File: src/hdl/u2da_pkg.sv
package u2da_pkg;

   // Width of one BCD digit.
   localparam int unsigned DIGIT_W = 4;

   // Result field widths.
   localparam int unsigned ASCII_W = 6;
   localparam int unsigned COUNT_W = 5;

   // Upper bits of an ASCII decimal digit; the low nibble carries the digit itself.
   localparam logic [ASCII_W-DIGIT_W-1:0] ASCII_DIGIT_HI = 2'b11;

   // Smallest digit value that needs the add-3 correction before a shift.
   localparam logic [DIGIT_W-1:0] DIGIT_ADJUST_MIN = 4'd5;
   localparam logic [DIGIT_W-1:0] DIGIT_ADJUST_ADD = 4'd3;
   localparam logic [DIGIT_W-1:0] DIGIT_MAX        = 4'd9;

   // Sequencer states, one-hot.
   typedef enum logic [3:0] {
      ST_IDLE = 4'b0001,
      ST_CONV = 4'b0010,
      ST_SCAN = 4'b0100,
      ST_EMIT = 4'b1000
   } state_type;

endpackage

File: src/hdl/u2da_dabble_step.sv
// One shift-add-3 step of the binary to BCD conversion: each digit of five or
// more gets three added, then the whole BCD word shifts left by one and takes
// in the next binary bit. The bit pushed out of the top digit is returned so
// that the caller can notice a value too long for the digit register.
module u2da_dabble_step #(
   parameter int unsigned DIGITS = 20
) (
   input  logic [DIGITS*u2da_pkg::DIGIT_W-1:0] bcd,
   input  logic                                bit_in,
   output logic [DIGITS*u2da_pkg::DIGIT_W-1:0] bcd_next,
   output logic                                carry_out
);

   localparam int unsigned BCD_W = DIGITS * u2da_pkg::DIGIT_W;

   logic [BCD_W-1:0] adjusted;

   // Correct every digit independently.
   always_comb begin
      adjusted = bcd;
      for (int i = 0; i < DIGITS; i++) begin
         if (bcd[i*u2da_pkg::DIGIT_W +: u2da_pkg::DIGIT_W] >= u2da_pkg::DIGIT_ADJUST_MIN) begin
            adjusted[i*u2da_pkg::DIGIT_W +: u2da_pkg::DIGIT_W] =
               bcd[i*u2da_pkg::DIGIT_W +: u2da_pkg::DIGIT_W] + u2da_pkg::DIGIT_ADJUST_ADD;
         end
      end
   end

   // Shift by one and bring in the next binary bit.
   assign {carry_out, bcd_next} = {adjusted, bit_in};

endmodule

File: src/hdl/unsigned_to_decimal_ascii_core.sv
// Unsigned binary to decimal ASCII text.
//
// A word on the req_ channel carries one unsigned value; its low VALUE_BITS
// bits are converted. The rsp_ channel then returns the decimal text one
// character per word, most significant digit first, with no leading zeros
// (zero gives a single '0'). Each word also carries the total digit count,
// and rsp_is_last marks the least significant character. When the text is
// longer than MAX_DIGITS, only the MAX_DIGITS low digits are sent, zeros too.
//
// Timing: one shared shift-add-3 unit converts the value bit by bit, a
// leading-zero scan then drops leading zeros one digit per cycle, and the
// characters follow one per cycle while rsp_stall is low. A new value waits
// for the conversion loop and the digit shift register: req_stall is high
// from acceptance until the last character has been loaded into the output
// register, so the next value is taken while that character still waits.
// A high rsp_stall holds the output word and pauses the character stream.
// Synchronous reset returns the sequencer to idle and drops rsp_valid.
module unsigned_to_decimal_ascii_core #(
   parameter int unsigned VALUE_BITS = 64,
   parameter int unsigned MAX_DIGITS = 20
) (
   input  logic                              clock,
   input  logic                              reset,
   input  logic                              req_valid,
   output logic                              req_stall,
   input  logic [63:0]                       req_value,
   output logic                              rsp_valid,
   input  logic                              rsp_stall,
   output logic [u2da_pkg::ASCII_W-1:0]      rsp_ascii_char,
   output logic [u2da_pkg::COUNT_W-1:0]      rsp_digit_count,
   output logic                              rsp_is_last
);

   localparam int unsigned BCD_W = MAX_DIGITS * u2da_pkg::DIGIT_W;
   localparam int unsigned CNT_W = $clog2(VALUE_BITS + 1);

   u2da_pkg::state_type state_ff, state_in;

   logic [VALUE_BITS-1:0]        bin_ff, bin_in;
   logic [BCD_W-1:0]             bcd_ff, bcd_in;
   logic                         ovf_ff, ovf_in;
   logic [CNT_W-1:0]             bit_cnt_ff, bit_cnt_in;
   logic [u2da_pkg::COUNT_W-1:0] count_ff, count_in;
   logic [u2da_pkg::COUNT_W-1:0] remain_ff, remain_in;

   logic                         rsp_valid_ff, rsp_valid_in;
   logic [u2da_pkg::ASCII_W-1:0] rsp_char_ff, rsp_char_in;
   logic [u2da_pkg::COUNT_W-1:0] rsp_count_ff, rsp_count_in;
   logic                         rsp_last_ff, rsp_last_in;

   logic [BCD_W-1:0]             step_bcd;
   logic                         step_carry;
   logic [u2da_pkg::DIGIT_W-1:0] top_digit;
   logic [BCD_W-1:0]             bcd_shifted;
   logic                         req_accept;
   logic                         slot_free;

   // Shared shift-add-3 unit.
   u2da_dabble_step #(
      .DIGITS(MAX_DIGITS)
   ) u_step (
      .bcd      (bcd_ff),
      .bit_in   (bin_ff[VALUE_BITS-1]),
      .bcd_next (step_bcd),
      .carry_out(step_carry)
   );

   assign top_digit   = bcd_ff[BCD_W-1 -: u2da_pkg::DIGIT_W];
   assign bcd_shifted = {bcd_ff[BCD_W-u2da_pkg::DIGIT_W-1:0], {u2da_pkg::DIGIT_W{1'b0}}};

   assign req_stall  = (state_ff != u2da_pkg::ST_IDLE);
   assign req_accept = req_valid && !req_stall;
   assign slot_free  = !rsp_valid_ff || !rsp_stall;

   // Sequencer: load, convert, drop leading zeros, emit characters.
   always_comb begin
      state_in     = state_ff;
      bin_in       = bin_ff;
      bcd_in       = bcd_ff;
      ovf_in       = ovf_ff;
      bit_cnt_in   = bit_cnt_ff;
      count_in     = count_ff;
      remain_in    = remain_ff;
      rsp_valid_in = rsp_valid_ff && rsp_stall;
      rsp_char_in  = rsp_char_ff;
      rsp_count_in = rsp_count_ff;
      rsp_last_in  = rsp_last_ff;

      unique case (state_ff)
         u2da_pkg::ST_IDLE: begin
            if (req_accept) begin
               bin_in     = req_value[VALUE_BITS-1:0];
               bcd_in     = '0;
               ovf_in     = 1'b0;
               bit_cnt_in = CNT_W'(VALUE_BITS);
               state_in   = u2da_pkg::ST_CONV;
            end
         end
         u2da_pkg::ST_CONV: begin
            bcd_in     = step_bcd;
            ovf_in     = ovf_ff || step_carry;
            bin_in     = {bin_ff[VALUE_BITS-2:0], 1'b0};
            bit_cnt_in = bit_cnt_ff - 1'b1;
            if (bit_cnt_ff == CNT_W'(1)) begin
               count_in = u2da_pkg::COUNT_W'(MAX_DIGITS);
               state_in = u2da_pkg::ST_SCAN;
            end
         end
         u2da_pkg::ST_SCAN: begin
            // A too-long text keeps its leading zeros; otherwise drop them.
            if (ovf_ff || (top_digit != '0) || (count_ff == u2da_pkg::COUNT_W'(1))) begin
               remain_in = count_ff;
               state_in  = u2da_pkg::ST_EMIT;
            end else begin
               bcd_in   = bcd_shifted;
               count_in = count_ff - 1'b1;
            end
         end
         u2da_pkg::ST_EMIT: begin
            if (slot_free) begin
               rsp_valid_in = 1'b1;
               rsp_char_in  = {u2da_pkg::ASCII_DIGIT_HI, top_digit};
               rsp_count_in = count_ff;
               rsp_last_in  = (remain_ff == u2da_pkg::COUNT_W'(1));
               bcd_in       = bcd_shifted;
               remain_in    = remain_ff - 1'b1;
               if (remain_ff == u2da_pkg::COUNT_W'(1)) begin
                  state_in = u2da_pkg::ST_IDLE;
               end
            end
         end
         default: begin
            state_in = u2da_pkg::ST_IDLE;
         end
      endcase
   end

   // Control registers.
   always_ff @(posedge clock) begin
      if (reset) begin
         state_ff     <= u2da_pkg::ST_IDLE;
         rsp_valid_ff <= 1'b0;
      end else begin
         state_ff     <= state_in;
         rsp_valid_ff <= rsp_valid_in;
      end
   end

   // Datapath registers.
   always_ff @(posedge clock) begin
      bin_ff       <= bin_in;
      bcd_ff       <= bcd_in;
      ovf_ff       <= ovf_in;
      bit_cnt_ff   <= bit_cnt_in;
      count_ff     <= count_in;
      remain_ff    <= remain_in;
      rsp_char_ff  <= rsp_char_in;
      rsp_count_ff <= rsp_count_in;
      rsp_last_ff  <= rsp_last_in;
   end

   assign rsp_valid       = rsp_valid_ff;
   assign rsp_ascii_char  = rsp_char_ff;
   assign rsp_digit_count = rsp_count_ff;
   assign rsp_is_last     = rsp_last_ff;

   // An accepted value always starts the conversion loop.
   assert property (@(posedge clock) disable iff (reset)
      req_accept |=> (state_ff == u2da_pkg::ST_CONV))
      else $error("accepted word did not start conversion");

   // Every character sent is a decimal digit.
   assert property (@(posedge clock) disable iff (reset)
      rsp_valid |-> ((rsp_ascii_char[5:4] == u2da_pkg::ASCII_DIGIT_HI) &&
                     (rsp_ascii_char[3:0] <= u2da_pkg::DIGIT_MAX)))
      else $error("character out of decimal range");

   // The digit count stays within one and the digit register size.
   assert property (@(posedge clock) disable iff (reset)
      rsp_valid |-> ((rsp_digit_count != '0) &&
                     (rsp_digit_count <= u2da_pkg::COUNT_W'(MAX_DIGITS))))
      else $error("digit count out of range");

   // The first character of a text is never a zero unless it is the only one
   // or the text was cut to the digit register size.
   assert property (@(posedge clock) disable iff (reset)
      (state_ff == u2da_pkg::ST_SCAN) && (state_in == u2da_pkg::ST_EMIT) |->
         (ovf_ff || (top_digit != '0) || (count_ff == u2da_pkg::COUNT_W'(1))))
      else $error("leading zero left in text");

endmodule
File: config.mk
export PLATFORM = sky130hd
export DESIGN_NAME = unsigned_to_decimal_ascii_core
export DESIGN_NICKNAME = d
export VERILOG_FILES = /design/src/hdl/u2da_pkg.sv /design/src/hdl/u2da_dabble_step.sv /design/src/hdl/unsigned_to_decimal_ascii_core.sv
export SDC_FILE = /design/constraint.sdc
export NUM_CORES = 1
export LEC_CHECK = 0
export BUFFER_PORTS_ARGS = -buffer_cell sky130_fd_sc_hd__buf_4
export CORE_MARGIN = 8
export CORE_UTILIZATION = 39
export CTS_BUF_LIST = sky130_fd_sc_hd__clkbuf_4 sky130_fd_sc_hd__clkbuf_8 sky130_fd_sc_hd__clkbuf_16
export CTS_CLUSTER_DIAMETER = 60
export DETAILED_ROUTE_END_ITERATION = 10
export GPL_TIMING_DRIVEN = 0
export HOLD_SLACK_MARGIN = 0.1
export PLACE_DENSITY_LB_ADDON = 0.08
export SLEW_MARGIN = 15
export SYNTH_ARGS = -nofsm -noshare
export SYNTH_HDL_FRONTEND = slang
export SYNTH_SLANG_ARGS = --single-unit
File: constraint.sdc
create_clock -name clock -period 22.3 [get_ports clock]
set_input_delay 0 -clock clock [delete_from_list [all_inputs] [get_ports clock]]
set_output_delay 0 -clock clock [all_outputs]
set_load 0.02 [all_outputs]
==> summary.txt <==
Synth
  – Top cell type's share of synthesized area: 0.548
  – Synth area leader: edfxtp_1
  – FF+latch count, synth: 177
  – Post-synth EDFFs: 172
  – Post-synth top cells: nand2_1, edfxtp_1, inv_1
  – Cells after Synth: 901
  – Mapped cell area: 9420 µm²
  – Avg Inst Size Synth: 10.5 µm²
  – Most common cell in the netlist: nand2_1
  – Synth area leaders: edfxtp_1, nand2_1, ha_1
  – Synth Flop Type: edfxtp_1
  – Synth cell types: 44
  – Seq/Total Area, Yosys: 0.559
  – Asr flop ratio synth: 0
  – Syn. warnings: 0

Setup path
  – Critical path launch point: state_ff[3]$_SDFFE_PP0P_
  – Crit-path max cell delay: 0.81 ns
  – Worst R2R Setup Slack: 19.42 ns
  – Worst Path Max Fanout: 15
  – Critical-path cell list: nor4b_1 > nor3_1 > a221oi_4 > buf_8 > buf_8 > buf_6 > buf_8
  – Arr. time, crit path: 3.01 ns
  – R2r worst-path depth: 7
  – Worst Setup Path Type: reg -> reg
  – Crit. End Element: register
  – Crit path launch type: register
  – Worst path slowest cell: nor4b_1
  – Critical Path RT: 22.43 ns
  – R2R Path End: bcd_ff[32]$_DFFE_PP_
  – Critical path endpoint: bcd_ff[32]$_DFFE_PP_
  – Worst r2r src: state_ff[3]$_SDFFE_PP0P_
  – CP most frequent cell: buf_8

Routing
  – Drt total wl: 21400 µm
  – Met3 WL post-DR: 839 µm
  – Met2 WL: 10400 µm
  – Vias/cell: 4.94
  – Post-route met1 wirelength: 9910 µm
  – DRC violations left: 0
  – WL/cell: 15.2 µm
  – First drt pass iteration count: 5
  – ANT nets after route: 0
  – Max Used Layer: met4
  – Routed vias: 6969
  – DRT iter0 DRCs: 402

Hold path
  – Worst Hold Depth: 3
  – Hold Path Class: in -> reg

Cells and area
  – Fill cells: 2253
  – Final #Nets: 1189
  – Layout area overhead: 25.1%
  – Antenna Cells: 0
  – Share of post-route cells with drive strength above 1: 0.139

Placed design
  – Gp weighted congestion: 0.747
  – PortBufs: 79
  – Setup slack at placement: 19.40 ns
  – Post-DP HPWL: 14600 µm

Global route
  – GR Overflow Total: 0
  – Initial antenna violation count: 0
  – Vias in the first global route: 6889
  – Tot GR Track Use: 0.151
  – First-pass GRT wire length: 35000 µm
  – Pin count of the biggest net entering global routing: 59

Timing
  – Slew margin rel.: 0.361
  – Final hold viol count: 0
  – Worst clock skew: 0.0116 ns
  – Fmax: 347 MHz
  – Worst-Margin Slew: 0.945 ns
  – Final setup margin: 19.42 ns
  – Pins over their slew limit: 0
  – Setup TNS: 0 ns
  – Final setup vio count: 0
  – Final Cycle Share: 0.129
  – Minimum clock period: 2.88 ns
  – RSZ-0062 raised after global routing: no

Pwr
  – Internal power: 0.627 mW
  – Sequential share of power: 0.498
  – Gate power share: 0.174
  – Net Sw Frac: 0.287
  – Peak VDD IR: 0.0446 mV
  – Design Power: 0.880 mW
  – Clock power frac: 0.328
  – Power Density: 74.7 nW/µm²
  – Leakage: 4.68 nW
  – Switch Pwr: 0.253 mW

Clock network
  – Clk_lat worst skew: 0.43 ns
  – Clk slew on worst S/H paths: 0.08 ns
  – Root Driver: clkbuf_16
  – TritonCTS Buffers: 17
  – # H-tree levels: 4
  – Postcts setup bufs: 0
  – CTS Buffer Depth: 2
  – CTS Sinks: 177
  – CTS tree: yes

Die
  – Starting Density: 0.392
  – Die W: 171 µm
  – Die ar.: 29400 µm²
  – Core area: 24000 µm²
  – IO Count: 82
  – Std cell rows: 57
  – Die Y: 171 µm

Job
  – Max_cap viols: 0

Run status
  – Status: finished clean
==> worst max-delay path: cells and delay by family (launching register included) <==
family          cells  cell delay [ns]
simple gates        2             1.00
flops               1             0.49
buf+inv             4             0.79
compound gates      1             0.29
==> per-layer routing <==
metal,global-route usage,vias up
li1,-,3525
met5,0,-
met2,0.251,130
met3,0.0335,19
met4,0.0371,0
met1,0.196,3295
==> worst min-delay path by stage <==
stage          startpoint                        to  slack (ns)
2_1_floorplan       reset  state_ff[2]$_SDFFE_PP0P_        0.06
3_3_place_gp        reset  state_ff[2]$_SDFFE_PP0P_        0.21
3_5_place_dp        reset  state_ff[2]$_SDFFE_PP0P_        0.21
4_1_cts             reset  state_ff[2]$_SDFFE_PP0P_        0.29
5_1_grt             reset  state_ff[2]$_SDFFE_PP0P_        0.32
6_report            reset  state_ff[2]$_SDFFE_PP0P_        0.30
==> cell type report <==
type | instances | area, µm² | area share
sequential | 177 | 5270 | 0.447
tap | 324 | 405 | 0.0344
buffer | 36 | 181 | 0.0154
timing repair buffer | 153 | 1370 | 0.117
multi-input combinational | 632 | 3790 | 0.321
clock buffer | 18 | 433 | 0.0367
clock inverter | 14 | 123 | 0.0104
inverter | 57 | 214 | 0.0182
==> metrics by stage <==
stage / area (µm²) / hold WS (ns) / utilization / cells
finish: 11800 / 0.304 / 0.490 / 1411
detailed placement: 10600 / 0.212 / 0.439 / 1312
floorplan: 9420 / 0.0646 / - / 902
global route: 11800 / 0.321 / 0.490 / 1411
CTS: 11800 / 0.287 / 0.490 / 1411
global placement: 10400 / 0.208 / 0.434 / 1305
==> power groups by stage <==
stage | registers (mW) | clock network [mW] | logic (mW)
after floorplan | 0.442 | 0 | 0.102
after global placement | 0.456 | 0 | 0.134
after detailed placement | 0.445 | 0 | 0.145
after CTS | 0.438 | 0.297 | 0.155
after global routing | 0.443 | 0.309 | 0.173
final | 0.438 | 0.289 | 0.153
==> repair_timing <==
action | in CTS | in global routing
hold endpoints to repair | 69 | 0
gates resized for setup | 0 | 0
hold buffers | 67 | 0
==> kinds of logic after synthesis <==
kind of cell,after synthesis,share of synthesized area
AOI/OAI and AO/OA,181,0.118
xor gates and xnor gates,33,0.0307
adders and majority gates,47,0.0624
buffers and inverters,93,0.0420
DFF,177,0.559
muxes,19,0.0202
other,1,0.000398
and+or+nand+nor,350,0.167
==> layout by cell type (no fill, tap or decap), drive strengths merged, types with 3 or more instances in the layout <==
| master | instances |
|---|---|
| and3 | 7 |
| o21a | 5 |
| a211oi | 3 |
| xor2 | 7 |
| nor2 | 21 |
| mux2i | 19 |
| buf | 111 |
| a21oi | 54 |
| clkbuf | 29 |
| dfxtp | 5 |
| nand3 | 3 |
| nand2b | 20 |
| a41oi | 9 |
| o32ai | 9 |
| nand2 | 253 |
| nor3b | 15 |
| ha | 47 |
| xnor2 | 26 |
| nor4b | 6 |
| edfxtp | 172 |
| o21ai | 66 |
| dlygate4sd3 | 67 |
| and2 | 3 |
| inv | 64 |
| or4b | 4 |
| a22o | 19 |
| o31ai | 6 |
| nor3 | 13 |
| a31oi | 5 |
| clkinvlp | 5 |
==> state kept, by name, indices dropped and copies added, names as in the netlist, 4 cells and up <==
name / flops
rsp_ascii_char: 4
count_ff: 5
rsp_digit_count: 5
bcd_ff: 80
bin_ff: 64
remain_ff: 5
state_ff: 4
bit_cnt_ff: 7
No activity file was read; power rests on OpenSTA's default activity.
